## src/design/ctsc_pkg.sv

```systemverilog
// ----------------------------------------------------------------------------
// ctsc_pkg
// Types and constants shared by the clock time-set controller modules.
// ----------------------------------------------------------------------------
package ctsc_pkg;

  localparam logic [1:0] ACT_SHORT  = 2'd0;
  localparam logic [1:0] ACT_LONG   = 2'd1;
  localparam logic [1:0] ACT_REPORT = 2'd2;

  localparam logic [1:0] DIG_HOUR_TENS = 2'd0;
  localparam logic [1:0] DIG_HOUR_ONES = 2'd1;
  localparam logic [1:0] DIG_MIN_TENS  = 2'd2;
  localparam logic [1:0] DIG_MIN_ONES  = 2'd3;

  localparam logic [4:0] MAX_HOUR   = 5'd23;
  localparam logic [5:0] MAX_MINUTE = 6'd59;

  typedef struct packed {
    logic [1:0] action;
    logic [4:0] report_hour;
    logic [5:0] report_minute;
  } in_t;

  typedef struct packed {
    logic       editing;
    logic [1:0] selected_digit;
    logic [4:0] shown_hour;
    logic [5:0] shown_minute;
    logic       commit_time;
    logic       edit_entered;
  } out_t;

endpackage

```

## src/design/ctsc_digit.sv

```systemverilog
// ----------------------------------------------------------------------------
// ctsc_digit
// Advances one decimal digit of the edit time for a short key press.
// ----------------------------------------------------------------------------
module ctsc_digit (
  input  logic [1:0] digit_i,
  input  logic [4:0] hour_i,
  input  logic [5:0] minute_i,
  output logic [4:0] hour_o,
  output logic [5:0] minute_o
);

  logic [1:0] h_tens;
  logic [3:0] h_ones;
  logic [2:0] m_tens;
  logic [3:0] m_ones;
  logic [1:0] h_tens_inc;
  logic [3:0] h_ones_inc;
  logic [2:0] m_tens_inc;
  logic [3:0] m_ones_inc;
  logic [4:0] h_base;
  logic [5:0] m_base;

  always_comb begin
    if (hour_i >= 5'd20) begin
      h_tens = 2'd2;
    end else if (hour_i >= 5'd10) begin
      h_tens = 2'd1;
    end else begin
      h_tens = 2'd0;
    end
    h_base = 5'(h_tens) * 5'd10;
    h_ones = 4'(hour_i - h_base);

    if (minute_i >= 6'd50) begin
      m_tens = 3'd5;
    end else if (minute_i >= 6'd40) begin
      m_tens = 3'd4;
    end else if (minute_i >= 6'd30) begin
      m_tens = 3'd3;
    end else if (minute_i >= 6'd20) begin
      m_tens = 3'd2;
    end else if (minute_i >= 6'd10) begin
      m_tens = 3'd1;
    end else begin
      m_tens = 3'd0;
    end
    m_base = 6'(m_tens) * 6'd10;
    m_ones = 4'(minute_i - m_base);

    h_tens_inc = (h_tens >= 2'd2) ? 2'd0 : h_tens + 2'd1;
    h_ones_inc = (h_ones >= 4'd9) ? 4'd0 : h_ones + 4'd1;
    m_tens_inc = (m_tens >= 3'd5) ? 3'd0 : m_tens + 3'd1;
    m_ones_inc = (m_ones >= 4'd9) ? 4'd0 : m_ones + 4'd1;

    hour_o   = hour_i;
    minute_o = minute_i;
    case (digit_i)
      ctsc_pkg::DIG_HOUR_TENS: begin
        if (h_tens_inc == 2'd2 && h_ones > 4'd3) begin
          hour_o = ctsc_pkg::MAX_HOUR;
        end else begin
          hour_o = 5'(h_tens_inc) * 5'd10 + 5'(h_ones);
        end
      end
      ctsc_pkg::DIG_HOUR_ONES: begin
        if (h_tens == 2'd2 && h_ones_inc > 4'd3) begin
          hour_o = h_base;
        end else begin
          hour_o = h_base + 5'(h_ones_inc);
        end
      end
      ctsc_pkg::DIG_MIN_TENS: begin
        minute_o = 6'(m_tens_inc) * 6'd10 + 6'(m_ones);
      end
      ctsc_pkg::DIG_MIN_ONES: begin
        minute_o = m_base + 6'(m_ones_inc);
      end
      default: begin
        hour_o   = hour_i;
        minute_o = minute_i;
      end
    endcase
  end

endmodule

```

## src/design/clock_time_set_controller_core.sv

```systemverilog
// ----------------------------------------------------------------------------
// clock_time_set_controller_core
// One-button clock time-setting controller with a display mode and an edit mode.
// ----------------------------------------------------------------------------
// Every input transfer yields exactly one result transfer. An item is captured
// in an input register, the mode and digit logic runs in the following cycle
// and the result lands in an output register; one item is taken every cycle
// while the output side does not stall. The block is limited by the state
// update, which each item's result depends on.
module clock_time_set_controller_core (
  input  logic            clk_i,
  input  logic            rst_ni,
  input  logic            in_valid_i,
  output logic            in_stall_o,
  input  ctsc_pkg::in_t   in_data_i,
  output logic            out_valid_o,
  input  logic            out_stall_i,
  output ctsc_pkg::out_t  out_data_o
);

  logic           in_valid_q;
  ctsc_pkg::in_t  in_q;
  logic           out_valid_q;
  ctsc_pkg::out_t out_q;
  ctsc_pkg::out_t out_d;

  logic       edit_q, edit_d;
  logic [1:0] digit_q, digit_d;
  logic [4:0] held_hour_q, held_hour_d;
  logic [5:0] held_min_q, held_min_d;
  logic [4:0] edit_hour_q, edit_hour_d;
  logic [5:0] edit_min_q, edit_min_d;
  logic [4:0] adv_hour;
  logic [5:0] adv_min;

  logic out_free;
  logic step;

  assign out_free   = !out_valid_q || !out_stall_i;
  assign step       = in_valid_q && out_free;
  assign in_stall_o = in_valid_q && !out_free;

  ctsc_digit u_digit (
    .digit_i  (digit_q),
    .hour_i   (edit_hour_q),
    .minute_i (edit_min_q),
    .hour_o   (adv_hour),
    .minute_o (adv_min)
  );

  always_comb begin
    edit_d      = edit_q;
    digit_d     = digit_q;
    held_hour_d = held_hour_q;
    held_min_d  = held_min_q;
    edit_hour_d = edit_hour_q;
    edit_min_d  = edit_min_q;
    out_d       = '0;
    if (!edit_q) begin
      if (in_q.action == ctsc_pkg::ACT_REPORT) begin
        held_hour_d = (in_q.report_hour > ctsc_pkg::MAX_HOUR) ?
                      ctsc_pkg::MAX_HOUR : in_q.report_hour;
        held_min_d  = (in_q.report_minute > ctsc_pkg::MAX_MINUTE) ?
                      ctsc_pkg::MAX_MINUTE : in_q.report_minute;
      end else if (in_q.action == ctsc_pkg::ACT_LONG) begin
        edit_d             = 1'b1;
        digit_d            = ctsc_pkg::DIG_HOUR_TENS;
        edit_hour_d        = held_hour_q;
        edit_min_d         = held_min_q;
        out_d.edit_entered = 1'b1;
      end
    end else begin
      if (in_q.action == ctsc_pkg::ACT_SHORT) begin
        edit_hour_d = adv_hour;
        edit_min_d  = adv_min;
      end else if (in_q.action == ctsc_pkg::ACT_LONG) begin
        if (digit_q == ctsc_pkg::DIG_MIN_ONES) begin
          held_hour_d       = edit_hour_q;
          held_min_d        = edit_min_q;
          edit_d            = 1'b0;
          out_d.commit_time = 1'b1;
        end else begin
          digit_d = digit_q + 2'd1;
        end
      end
    end
    out_d.editing        = edit_d;
    out_d.selected_digit = edit_d ? digit_d : ctsc_pkg::DIG_HOUR_TENS;
    out_d.shown_hour     = edit_d ? edit_hour_d : held_hour_d;
    out_d.shown_minute   = edit_d ? edit_min_d : held_min_d;
  end

  always_ff @(posedge clk_i or negedge rst_ni) begin
    if (!rst_ni) begin
      in_valid_q  <= 1'b0;
      out_valid_q <= 1'b0;
      edit_q      <= 1'b0;
      digit_q     <= '0;
      held_hour_q <= '0;
      held_min_q  <= '0;
      edit_hour_q <= '0;
      edit_min_q  <= '0;
    end else begin
      if (!in_stall_o) begin
        in_valid_q <= in_valid_i;
      end
      if (out_free) begin
        out_valid_q <= in_valid_q;
      end
      if (step) begin
        edit_q      <= edit_d;
        digit_q     <= digit_d;
        held_hour_q <= held_hour_d;
        held_min_q  <= held_min_d;
        edit_hour_q <= edit_hour_d;
        edit_min_q  <= edit_min_d;
      end
    end
  end

  always_ff @(posedge clk_i) begin
    if (!in_stall_o && in_valid_i) begin
      in_q <= in_data_i;
    end
    if (step) begin
      out_q <= out_d;
    end
  end

  assign out_valid_o = out_valid_q;
  assign out_data_o  = out_q;

  a_commit_leaves_edit : assert property (@(posedge clk_i) disable iff (!rst_ni)
    out_valid_q && out_q.commit_time |-> !out_q.editing)
    else $error("commit result still in edit mode");

  a_enter_at_hour_tens : assert property (@(posedge clk_i) disable iff (!rst_ni)
    out_valid_q && out_q.edit_entered |->
      out_q.editing && out_q.selected_digit == ctsc_pkg::DIG_HOUR_TENS)
    else $error("edit entry not at hour tens");

  a_shown_in_range : assert property (@(posedge clk_i) disable iff (!rst_ni)
    out_valid_q |-> out_q.shown_hour <= ctsc_pkg::MAX_HOUR &&
      out_q.shown_minute <= ctsc_pkg::MAX_MINUTE)
    else $error("shown time out of range");

  a_state_holds_when_blocked : assert property (@(posedge clk_i) disable iff (!rst_ni)
    !step |=> $stable(edit_q) && $stable(digit_q) && $stable(held_hour_q))
    else $error("state changed without a transfer");

endmodule
```

## config.mk

```make
export PLATFORM = sky130hd
export DESIGN_NAME = clock_time_set_controller_core
export DESIGN_NICKNAME = d
export VERILOG_FILES = /design/src/design/ctsc_pkg.sv /design/src/design/ctsc_digit.sv /design/src/design/clock_time_set_controller_core.sv
export SDC_FILE = /design/constraint.sdc
export NUM_CORES = 1
export LEC_CHECK = 0
export ABC_CLOCK_PERIOD_IN_PS = 12900
export BUFFER_PORTS_ARGS = -buffer_cell sky130_fd_sc_hd__buf_4
export CORE_MARGIN = 2
export CORE_UTILIZATION = 25
export CTS_BUF_LIST = sky130_fd_sc_hd__clkbuf_8
export DETAILED_ROUTE_END_ITERATION = 6
export PLACE_DENSITY_LB_ADDON = 0.15
export SLEW_MARGIN = 0
export SYNTH_ARGS = -nofsm -noshare
export SYNTH_HDL_FRONTEND = slang
export SYNTH_HIERARCHICAL = 1
export SYNTH_SLANG_ARGS = --single-unit
```

## constraint.sdc

```tcl
create_clock -name clk_i -period 12.9 [get_ports clk_i]
set_input_delay 1.29 -clock clk_i [delete_from_list [all_inputs] [get_ports clk_i]]
set_output_delay 1.29 -clock clk_i [all_outputs]
set_load 0.02 [all_outputs]
```

# Word-level counts from Yosys, hierarchy flattened
# Cells that the tools add are included.
# Widths: inputs -> output; s select.
# totals
reg_bits	56
input_bits	17
# op_classes
n_addsub	11
multipliers	4
order_cmp	15
eq_ne	7
mux	50
n_bitwise	2
n_reduce_logical	13
# op_table
operator	count
$mux 6	11
$mux 5	13
$mux 2	8
$mux 3	5
$add 6x4->6	2
$ge 6x5->1 const B	2
$ge 6x6->1 const B	2
$pmux 6 s2	1
$add 5x4->5	2
$eq 2x2->1 const B	5
$mul 3x3->5 const B	2
$pmux 5 s2	1
$mux 1	9
$add 4x1->4 const B	2
$ge 4x4->1 const B	2
$gt 4x2->1 const B	2
$mul 2x3->4 const B	2
$mux 4	2
$sub 4x4->4	2
$ge 6x4->1 const B	1
$gt 6x6->1 const B	1
$ge 5x4->1 const B	1
$ge 5x5->1 const B	1
$gt 5x5->1 const B	1
other kinds (11)	22

# Longest topological paths before layout
# Gate-level depths: netlist of run 1.
# depth
depth_word	15
mapped_depth	22
mapped_depth_nobuf	21

# Hierarchy
# Netlist of run 1, hierarchy kept.
# by_module_without_submodules
mod	instances	cells_each	area_per_inst_um2	seq_area_each_um2
clock_time_set_controller_core	1	281	2936.6	1546.5
ctsc_digit	1	213	1539.0	0.0

# Worst setup path after synthesis of run 1
# Ideal clock, no wire load.
# synth_path
path_type	register to register
startpoint	register edit_min_q[4]
endpoint	register out_q, in the netlist out_data_o[4], data pin
setup_time_ps	257
arrival_ps	4113
t_required_ps	12643
slack_ps	8530
stages_incl_launch_ff	22
path_buffers	1
path_cell_list	dfrtp_1 clkbuf_1 inv_1 nor2_1 xnor2_1 a211oi_1 a21o_1 ha_1 inv_1 fa_1 inv_1 nand2b_1 o211ai_1 a21boi_0 ha_1 fa_1 nand2_1 o21ai_0 mux2_2 or3_1 nand4_1 a21oi_1
# synth_rtl
item	line_no	source
from (decl)	clock_time_set_controller_core.sv:32	logic [5:0] edit_min_q, edit_min_d;
from (signal assigned)	clock_time_set_controller_core.sv:116	edit_min_q <= edit_min_d;
to (signal assigned)	clock_time_set_controller_core.sv:126	out_q <= out_d;
to (decl)	clock_time_set_controller_core.sv:24	ctsc_pkg::out_t out_q;

==> impl_metrics.yaml, run 1 <==
placement:
  gp_congestion: 0.839
  place_hpwl_um: 8160
  placed_area_um2: 4840
  io_buffers: 34
critical_path:
  startpoint_type: "register"
  cpMostUsedCell: "inv_1"
  cp.required_ns: 12.98
  crit_end: "out_data_o[4]"
  cpPeakStageDelay_ns: 0.89
  r2r_end: "out_data_o[4]"
  startpoint: "edit_min_q[4]"
  rr_startpoint: "edit_min_q[4]"
  crit_type: "register to register"
  end_kind: "register"
  slowest_stage: "dfrtp_1"
  rrSetupSlack_ns: 7.69
  arrival_ns: 5.29
  reg2reg_depth: 20
  worstPathCellList: "inv_1, nor2_1, xnor2_1, a211oi_1, a21o_1, ha_1, inv_1, fa_1, inv_1, nand2b_1, o211ai_1, a21boi_0, ha_1, fa_1, nand2_1, o21ai_0, mux2_2, or3_1, nand4_1, a21oi_1"
  path_max_fanout: 27
pwr:
  combPwrFrac_pct: 65.9
  swShare_pct: 48.5
  power.total_mw: 1.38
  p_clk_share_pct: 8.4
  leakage_nw: 1.98
  p_int_mw: 0.712
  power_density_nw_per_um2: 279
  ir_drop_uv: 69.5
  pwr-share-seq_pct: 25.7
  p_switching_mw: 0.670
sta:
  maxSlewViolCount: 0
  slew_headroom_pct: 35.1
  period_share_pct: 40.4
  rsz0062_at_grt: "false"
  hold_ws_ns: 0.489
  tns_ns: 0
  setup_viol_count_final: 0
  fmax_mhz: 192
  tightest_slew_ns: 0.973
  finClkSkew_ns: 0.0134
  finalHoldViolations: 0
  min_period_ns: 5.21
final_layout:
  mostFrequentLayoutCells: "nand2_1, buf_4, o21ai_0"
  syn2layout_area_growth_pct: 10.6
  diodes: 0
  fin_util_pct: 28.4
  fin_area_um2: 4950
  drive_gt1_share_pct: 12.5
  layout_commonest_cell: "nand2_1"
  fin_nets: 545
flow_run:
  cap_violations: 0
clocking:
  cts_buffer_depth: 2
  htree_levels: 2
  cts.sinks: 56
  clk_latency_ns: 0.32
  path_clk_slew_ns: 0.10
  numCtsBuffers: 5
  ctsResizeCount: 0
  postCtsSetupBuffers: 0
  cts-root-buf: "clkbuf_8"
  holdBufCountCts: 0
  cts_tree: "yes"
logic_synthesis:
  synth_edf_count: 29
  syn_nets: 538
  synth_ff_type: "edfxtp_1"
  synth_area_um2: 4480
  ys_ff_latch: 56
  avgSynthCellArea_um2: 9.06
  synth.distinct_cells: 65
  yosysSeqAreaShare_pct: 34.6
  ys_warn_count: 6
  async_reset_ff_share_pct: 48.2
  syn_inst: 494
global_route:
  grt_pass1_vias: 3536
  overflow: 0
  grt_antenna_before_repair: 0
  grt_pass1_wl_um: 19400
  grt_usage_pct: 13.0
  grt_max_degree: 41
worst_hold_path:
  hold_path.class: "register to register"
floorplan:
  initial_core_util_pct: 25.7
  num_rows: 48
  die-area_um2: 19000
  ios: 35
  die_w_um: 138
  die_y_um: 138
  core_um2: 17400
route:
  drc: 0
  routedWlPerCell_um: 16.1
  drt-total-wl_um: 11700
  ant_nets: 0
  drt-initial-drc-count: 329
  vias: 3634
  firstDrtPassIters: 7
  via_per_inst: 5.00
status:
  status: "complete, no violations"
-- cell type report --
class | count | area (µm²)
fillers | 1842 | 12500
multi-input cells | 372 | 2630
flip-flops and latches | 56 | 1550
well taps | 225 | 282
repair buffers | 37 | 278
inverters | 29 | 109
clock buffers | 5 | 68.8
clock inverters | 3 | 37.5
-- worst max-delay path, delay by kind of cell (launching register included) --
family	cells	cell delay [ns]
AND/OR/NAND/NOR	5	0.86
multiplexers	1	0.29
flip-flops	1	0.89
XOR/XNOR	1	0.10
adder cells (fa/ha/maj)	4	1.22
AO/OA/AOI/OAI	6	1.24
buffers and inverters	3	0.36
-- flip-flops by register name, summed over array words and instances (netlist names) --
register	count
held_min_q	6
digit_q	2
held_hour_q	5
edit_q	1
edit_hour_q	5
in_valid_q	1
out_valid_o	1
edit_min_q	6
in_q	13
out_data_o	16
-- power groups by stage --
stage | clock, mW | combinational (mW) | sequential [mW]
floorplan | 0 | 0.734 | 0.307
global placement | 0 | 0.902 | 0.357
detailed placement | 0 | 0.910 | 0.360
CTS | 0.122 | 0.917 | 0.356
global route | 0.128 | 1.04 | 0.372
finish | 0.116 | 0.912 | 0.355
-- through the flow --
stage	std cells	setup WS (ns)
finish	727	7.69
global route	727	7.24
CTS	727	7.83
detailed placement	719	7.86
global placement	719	8.01
floorplan	494	8.53
-- synthesized netlist by cell type, types with 11 or more instances --
| library cell | n | area share (%) |
|---|---|---|
| edfxtp_1 | 29 | 19 |
| mux2i_1 | 17 | 3.8 |
| nor2_1 | 23 | 1.9 |
| o221ai_1 | 11 | 2.2 |
| dfrtp_1 | 27 | 15 |
| o21ai_0 | 34 | 3.8 |
| nor2b_1 | 16 | 2.2 |
| ha_1 | 22 | 6.2 |
| o21ai_1 | 20 | 2.2 |
| a21oi_1 | 29 | 3.2 |
| inv_1 | 28 | 2.3 |
| o22a_1 | 12 | 2.3 |
| nor3_1 | 12 | 1.3 |
| clkbuf_1 | 20 | 1.7 |
| nand2_1 | 44 | 3.7 |
-- worst min-delay path by stage --
stage | start | endpoint | slack [ns] | depth (start not counted)
after detailed placement | in_valid_q | out_valid_o | 0.47 | 1
after floorplan | in_valid_q | out_valid_o | 0.44 | 1
final | in_valid_q | out_valid_o | 0.49 | 1
after global placement | in_valid_q | out_valid_o | 0.47 | 1
after global routing | in_valid_q | out_valid_o | 0.53 | 1
after CTS | in_valid_q | out_valid_o | 0.49 | 1
-- cell families (layout without fill, tap and decap cells) --
family | count (synthesis) | count (layout) | share of synthesized area [%]
AND/OR/NAND/NOR | 132 | 132 | 15.3
XOR/XNOR | 14 | 14 | 2.74
buffers and inverters | 66 | 74 | 6.71
AO/OA/AOI/OAI | 173 | 173 | 26.2
flip-flops | 56 | 56 | 34.6
adder cells (fa/ha/maj) | 28 | 28 | 8.61
multiplexers | 25 | 25 | 5.81
-- routing by layer --
| layer | global-route usage [%] | routed length, µm | up-vias |
|---|---|---|---|
| met4 | 3.06 | 132 | 0 |
| met1 | 18.2 | 5680 | 1712 |
| li1 | - | - | 1846 |
| met3 | 1.03 | 330 | 9 |
| met2 | 21.7 | 5590 | 67 |
| met5 | 0 | 0 | - |
Note: power is estimated with default switching activity, not from simulation.
==> run 2, diff against run 1 <==
- ABC_CLOCK_PERIOD_IN_PS: 12900 -> 4300
- clock period: 12.9 -> 4.3 ns (I/O delays scaled with it)
==> run 2 against run 1 <==
Net effect:
- cell count rose by 4.8%
- via count rose by 4.3%
- power rose to 3.3 times the previous value
- critical path type unchanged
==> impl_metrics.yaml, run 2 (synthesis results as in run 1) <==
final_layout:
  largest_reg_flops: 16
  drive_gt1_share_pct: 21.4
  fin_nets: 580
  layout_commonest_cell: "buf_4"
  diodes: 0
  fin_area_um2: 5290
  syn2layout_area_growth_pct: 18.3
  mostFrequentLayoutCells: "buf_4, nand2_1, o21ai_0"
  fillers: 1860
global_route:
  grt_antenna_before_repair: 0
  overflow: 0
  grt_pass1_wl_um: 19600
  grt_pass1_vias: 3674
  grt_max_degree: 36
  grt_usage_pct: 13.1
flow_run:
  cap_violations: 0
sta:
  finClkSkew_ns: 0.0117
  setup_ws_ns: 0.180
  slew_headroom_pct: 53.1
  maxSlewViolCount: 0
  min_period_ns: 4.12
  tightest_slew_ns: 0.703
  setup_viol_count_final: 0
  tns_ns: 0
  fmax_mhz: 243
  period_share_pct: 95.8
  finalHoldViolations: 0
  rsz0062_at_grt: "false"
  hold_ws_ns: 0.0225
critical_path:
  slowest_stage: "or4_4"
  cp.required_ns: 4.38
  path_buf_inv: 2
  cpPeakStageDelay_ns: 0.50
  crit_type: "register to register"
  cpLargestDelayFamily: "adder cells"
  arrival_ns: 4.20
  end_kind: "register"
  path_max_fanout: 6
  cp_num_cells: 16
  reg2reg_depth: 16
  startpoint_type: "register"
  worstPathCellList: "nor2_2, mux2_2, ha_2, inv_1, ha_2, or4_4, and3_4, inv_2, a21boi_1, ha_1, fa_1, xor2_1, a221o_1, o22a_1, o221a_1, mux2_2"
clocking:
  holdBufCountCts: 0
  cts-root-buf: "clkbuf_8"
  cts_tree: "yes"
  cts.sinks: 56
  path_clk_slew_ns: 0.11
  cts_buffer_depth: 2
  htree_levels: 2
  numCtsBuffers: 5
  clk_latency_ns: 0.32
placement:
  placed_area_um2: 5080
  gp_congestion: 0.778
  place_ws_ns: -0.0104
  place_hpwl_um: 8820
  io_buffers: 34
status:
  status: "complete, no violations"
pwr:
  leakage_nw: 2.16
  power_density_nw_per_um2: 864
  ir_drop_uv: 251
  power.total_mw: 4.57
route:
  routedWlPerCell_um: 15.9
  via_per_inst: 4.98
  firstDrtPassIters: 4
  drt-initial-drc-count: 199
  drc: 0
  ant_nets: 0
  drt-total-wl_um: 12100
  vias: 3792
floorplan:
  die_y_um: 138
  num_rows: 48
  initial_core_util_pct: 25.7
  core_um2: 17400
  die-area_um2: 19000
  die_w_um: 138
  ios: 35
worst_hold_path:
  hold_path.class: "input pin to asynchronous set/reset pin"
-- run 2: cell count changes in the layout (fill, tap and decap cells not counted), moves of 2 or more --
cell and change:
dfrtp_1 -2, a21boi_0 -2, o21ai_1 +2, ha_1 -2, o221ai_1 -3, buf_4 +35, o21ai_0 -3, dfrtp_2 +2
a21boi_1 +2, ha_2 +2, o221ai_2 +3, a21oi_1 -2
-- run 2: through the flow --
stage / std cells / utilization [%]
2_1_floorplan: 494 / -
3_3_place_gp: 751 / 29.2
3_5_place_dp: 751 / 29.2
4_1_cts: 759 / 29.9
5_1_grt: 762 / 30.4
6_report: 762 / 30.4
-- run 2: routing by layer --
metal / GRT usage, % / routed length, µm / vias up / part of all wire, %
met4: 3.91 / 172 / 0 / 1.4
met5: 0 / 0 / - / 0
met2: 22.0 / 5710 / 72 / 47
met1: 17.8 / 5890 / 1800 / 49
met3: 1.21 / 334 / 13 / 2.8
li1: - / - / 1907 / -
-- run 2: final timing paths --
check                                from             end  slack (ns)
min                                rst_ni   held_min_q[1]        0.02
max in group asynchronous          rst_ni  edit_hour_q[2]        3.96
min in group clk_i           in_data_i[3]         in_q[3]        0.28
min reg2reg                    in_valid_q     out_valid_o        0.49
max                        edit_hour_q[3]  out_data_o[11]        0.18
max reg2reg                edit_hour_q[3]  out_data_o[11]        0.18
-- run 2: repair_timing --
item                       in CTS  in global routing
gates resized for setup         2                 20
setup endpoints to repair       1                 13
pin swaps                       0                  2
buffers inserted                0                  3
-- run 2: area by class of cell --
type	count	area [µm²]	share of cell area, %
multi-input cells	372	2700	51.0
repair buffers	72	541	10.2
well taps	225	282	5.32
clock buffers	6	82.6	1.56
flip-flops and latches	56	1550	29.3
inverters	29	109	2.06
clock inverters	2	33.8	0.638
-- run 2: power breakdown --
part           switching [mW]  leakage [nW]  internal, mW
combinational            1.77          1.50          1.51
clock                   0.180        0.0588         0.188
sequential              0.194         0.605         0.732
total                    2.15          2.16          2.43
==> run 3, diff against run 2 <==
==> constraint.sdc (replaced) <==
create_clock -name clk_i -period 4.3 [get_ports clk_i]
set_input_delay 0.215 -clock clk_i [delete_from_list [all_inputs] [get_ports clk_i]]
set_output_delay 0.215 -clock clk_i [all_outputs]
set_load 0.02 [all_outputs]
==> run 3 against run 2 <==
Net effect:
- via count decreased by 0.26%
- register-to-register slack hardly changed
- hold slack improved by 0.045 ns
- fmax is 0.11% higher
- first-iteration DRC count decreased by 11%
- final area grew 0.19%
- critical path type unchanged
- critical endpoint unchanged
==> impl_metrics.yaml, run 3 (synthesis results as in run 1) <==
flow_run:
  cap_violations: 0
pwr:
  p_int_mw: 2.43
  leakage_nw: 2.17
  power.total_mw: 4.57
  power_density_nw_per_um2: 862
  ir_drop_uv: 252
  p_switching_mw: 2.14
  p_clk_share_pct: 8.0
  pwr-share-seq_pct: 20.2
  combPwrFrac_pct: 71.7
  swShare_pct: 46.9
clocking:
  cts_buffer_depth: 2
  htree_levels: 2
  path_clk_slew_ns: 0.10
  cts_tree: "yes"
  cts.sinks: 56
  numCtsBuffers: 5
  clk_latency_ns: 0.32
  cts-root-buf: "clkbuf_8"
status:
  status: "complete, no violations"
critical_path:
  path_buf_inv: 2
  worstPathCellList: "nor2_2, mux2_2, ha_2, inv_1, ha_2, or4_4, and3_4, inv_2, a21boi_1, ha_1, fa_1, xor2_1, a221o_1, o22a_1, o221a_1, mux2_2"
  arrival_ns: 4.19
  end_kind: "register"
  crit_end: "out_data_o[11]"
  startpoint: "edit_hour_q[3]"
  cp.required_ns: 4.38
  startpoint_type: "register"
  cpPeakStageDelay_ns: 0.50
  cp_num_cells: 16
  rr_startpoint: "edit_hour_q[3]"
  path_max_fanout: 6
  r2r_end: "out_data_o[11]"
  crit_type: "register to register"
  cpLargestDelayFamily: "adder cells"
  slowest_stage: "or4_4"
  reg2reg_depth: 16
  rrSetupSlack_ns: 0.18
route:
  ant_nets: 0
  routedWlPerCell_um: 15.8
  drt-total-wl_um: 12000
  via_per_inst: 4.96
  vias: 3782
  drt-initial-drc-count: 177
  firstDrtPassIters: 4
  drc: 0
global_route:
  grt_antenna_before_repair: 0
  grt_pass1_wl_um: 19700
  overflow: 0
  grt_max_degree: 36
  grt_util_met1_pct: 17.7
  grt.busiest_layer: "met2"
  grt_usage_pct: 13.1
  grt_pass1_vias: 3680
  use_met2_pct: 22.1
  grt_util_met3_pct: 1.21
placement:
  place_hpwl_um: 8820
  place_ws_ns: -0.0104
  gp_congestion: 0.778
  io_buffers: 34
  place_inst: 751
  placed_area_um2: 5080
floorplan:
  die_w_um: 138
  ios: 35
  die-area_um2: 19000
  num_rows: 48
  core_um2: 17400
  initial_core_util_pct: 25.7
  die_y_um: 138
sta:
  maxSlewViolCount: 0
  tightest_slew_ns: 0.706
  min_period_ns: 4.12
  setup_ws_ns: 0.184
  setup_viol_count_final: 0
  period_share_pct: 95.7
  fmax_mhz: 243
  finalHoldViolations: 0
  slew_headroom_pct: 52.9
  rsz0062_at_grt: "false"
  finClkSkew_ns: 0.0127
worst_hold_path:
  min_from: "in_data_i[3]"
  hold_depth: 1
  hold_path.class: "input pin to register"
final_layout:
  largest_reg_flops: 16
  fin_util_pct: 30.5
  final_cells: 763
  diodes: 0
  mostFrequentLayoutCells: "buf_4, nand2_1, o21ai_0"
  syn2layout_area_growth_pct: 18.5
  drive_gt1_share_pct: 21.4
  fin_area_um2: 5300
  layout_commonest_cell: "buf_4"
  fin_nets: 581
## run 3: cell count changes in the layout (fill, tap and decap cells not counted)
cell | before | now
dlygate4sd3_1 | 0 | 1
## run 3: routing by layer
| layer | up-vias | wire length (µm) |
|---|---|---|
| met4 | 0 | 158 |
| met2 | 66 | 5720 |
| met3 | 11 | 333 |
| met1 | 1795 | 5830 |
| li1 | 1910 | - |
| met5 | - | 0 |
## run 3: through the flow
step	hold slack (ns)	TNS, ns
4_1_cts	0.0526	0
5_1_grt	0.0435	0
3_3_place_gp	0.173	-0.0124
2_1_floorplan	-0.0806	0
6_report	0.0672	0
3_5_place_dp	0.174	-0.0104
## run 3: cell type report
type | instances | area [µm²]
Fill cell | 1860 | 12100
Multi-Input combinational cell | 372 | 2700
Sequential cell | 56 | 1550
Timing Repair Buffer | 73 | 551
Tap cell | 225 | 282
Inverter | 29 | 109
Clock buffer | 6 | 82.6
Clock inverter | 2 | 33.8
## run 3: what timing repair did
item,in CTS,in global routing
endpoints found under the hold margin,27,0
gates resized for setup,2,20
hold buffers,1,0
pin swaps,0,2
setup endpoints to repair,1,13
setup buffers,0,3
## run 3: worst min path at each step
stage          slack [ns]          to
5_1_grt              0.04     in_q[0]
6_report             0.07     in_q[3]
4_1_cts              0.05    in_q[11]
3_3_place_gp         0.17  in_valid_q
2_1_floorplan       -0.08  digit_q[0]
3_5_place_dp         0.17  in_valid_q
## run 3: power by group through the flow
stage / Sequential, mW / Clock [mW] / Combinational (mW)
2_1_floorplan: 0.922 / 0 / 2.20
3_3_place_gp: 0.937 / 0 / 3.12
3_5_place_dp: 0.941 / 0 / 3.12
4_1_cts: 0.930 / 0.384 / 3.14
5_1_grt: 0.956 / 0.405 / 3.66
6_report: 0.925 / 0.367 / 3.28
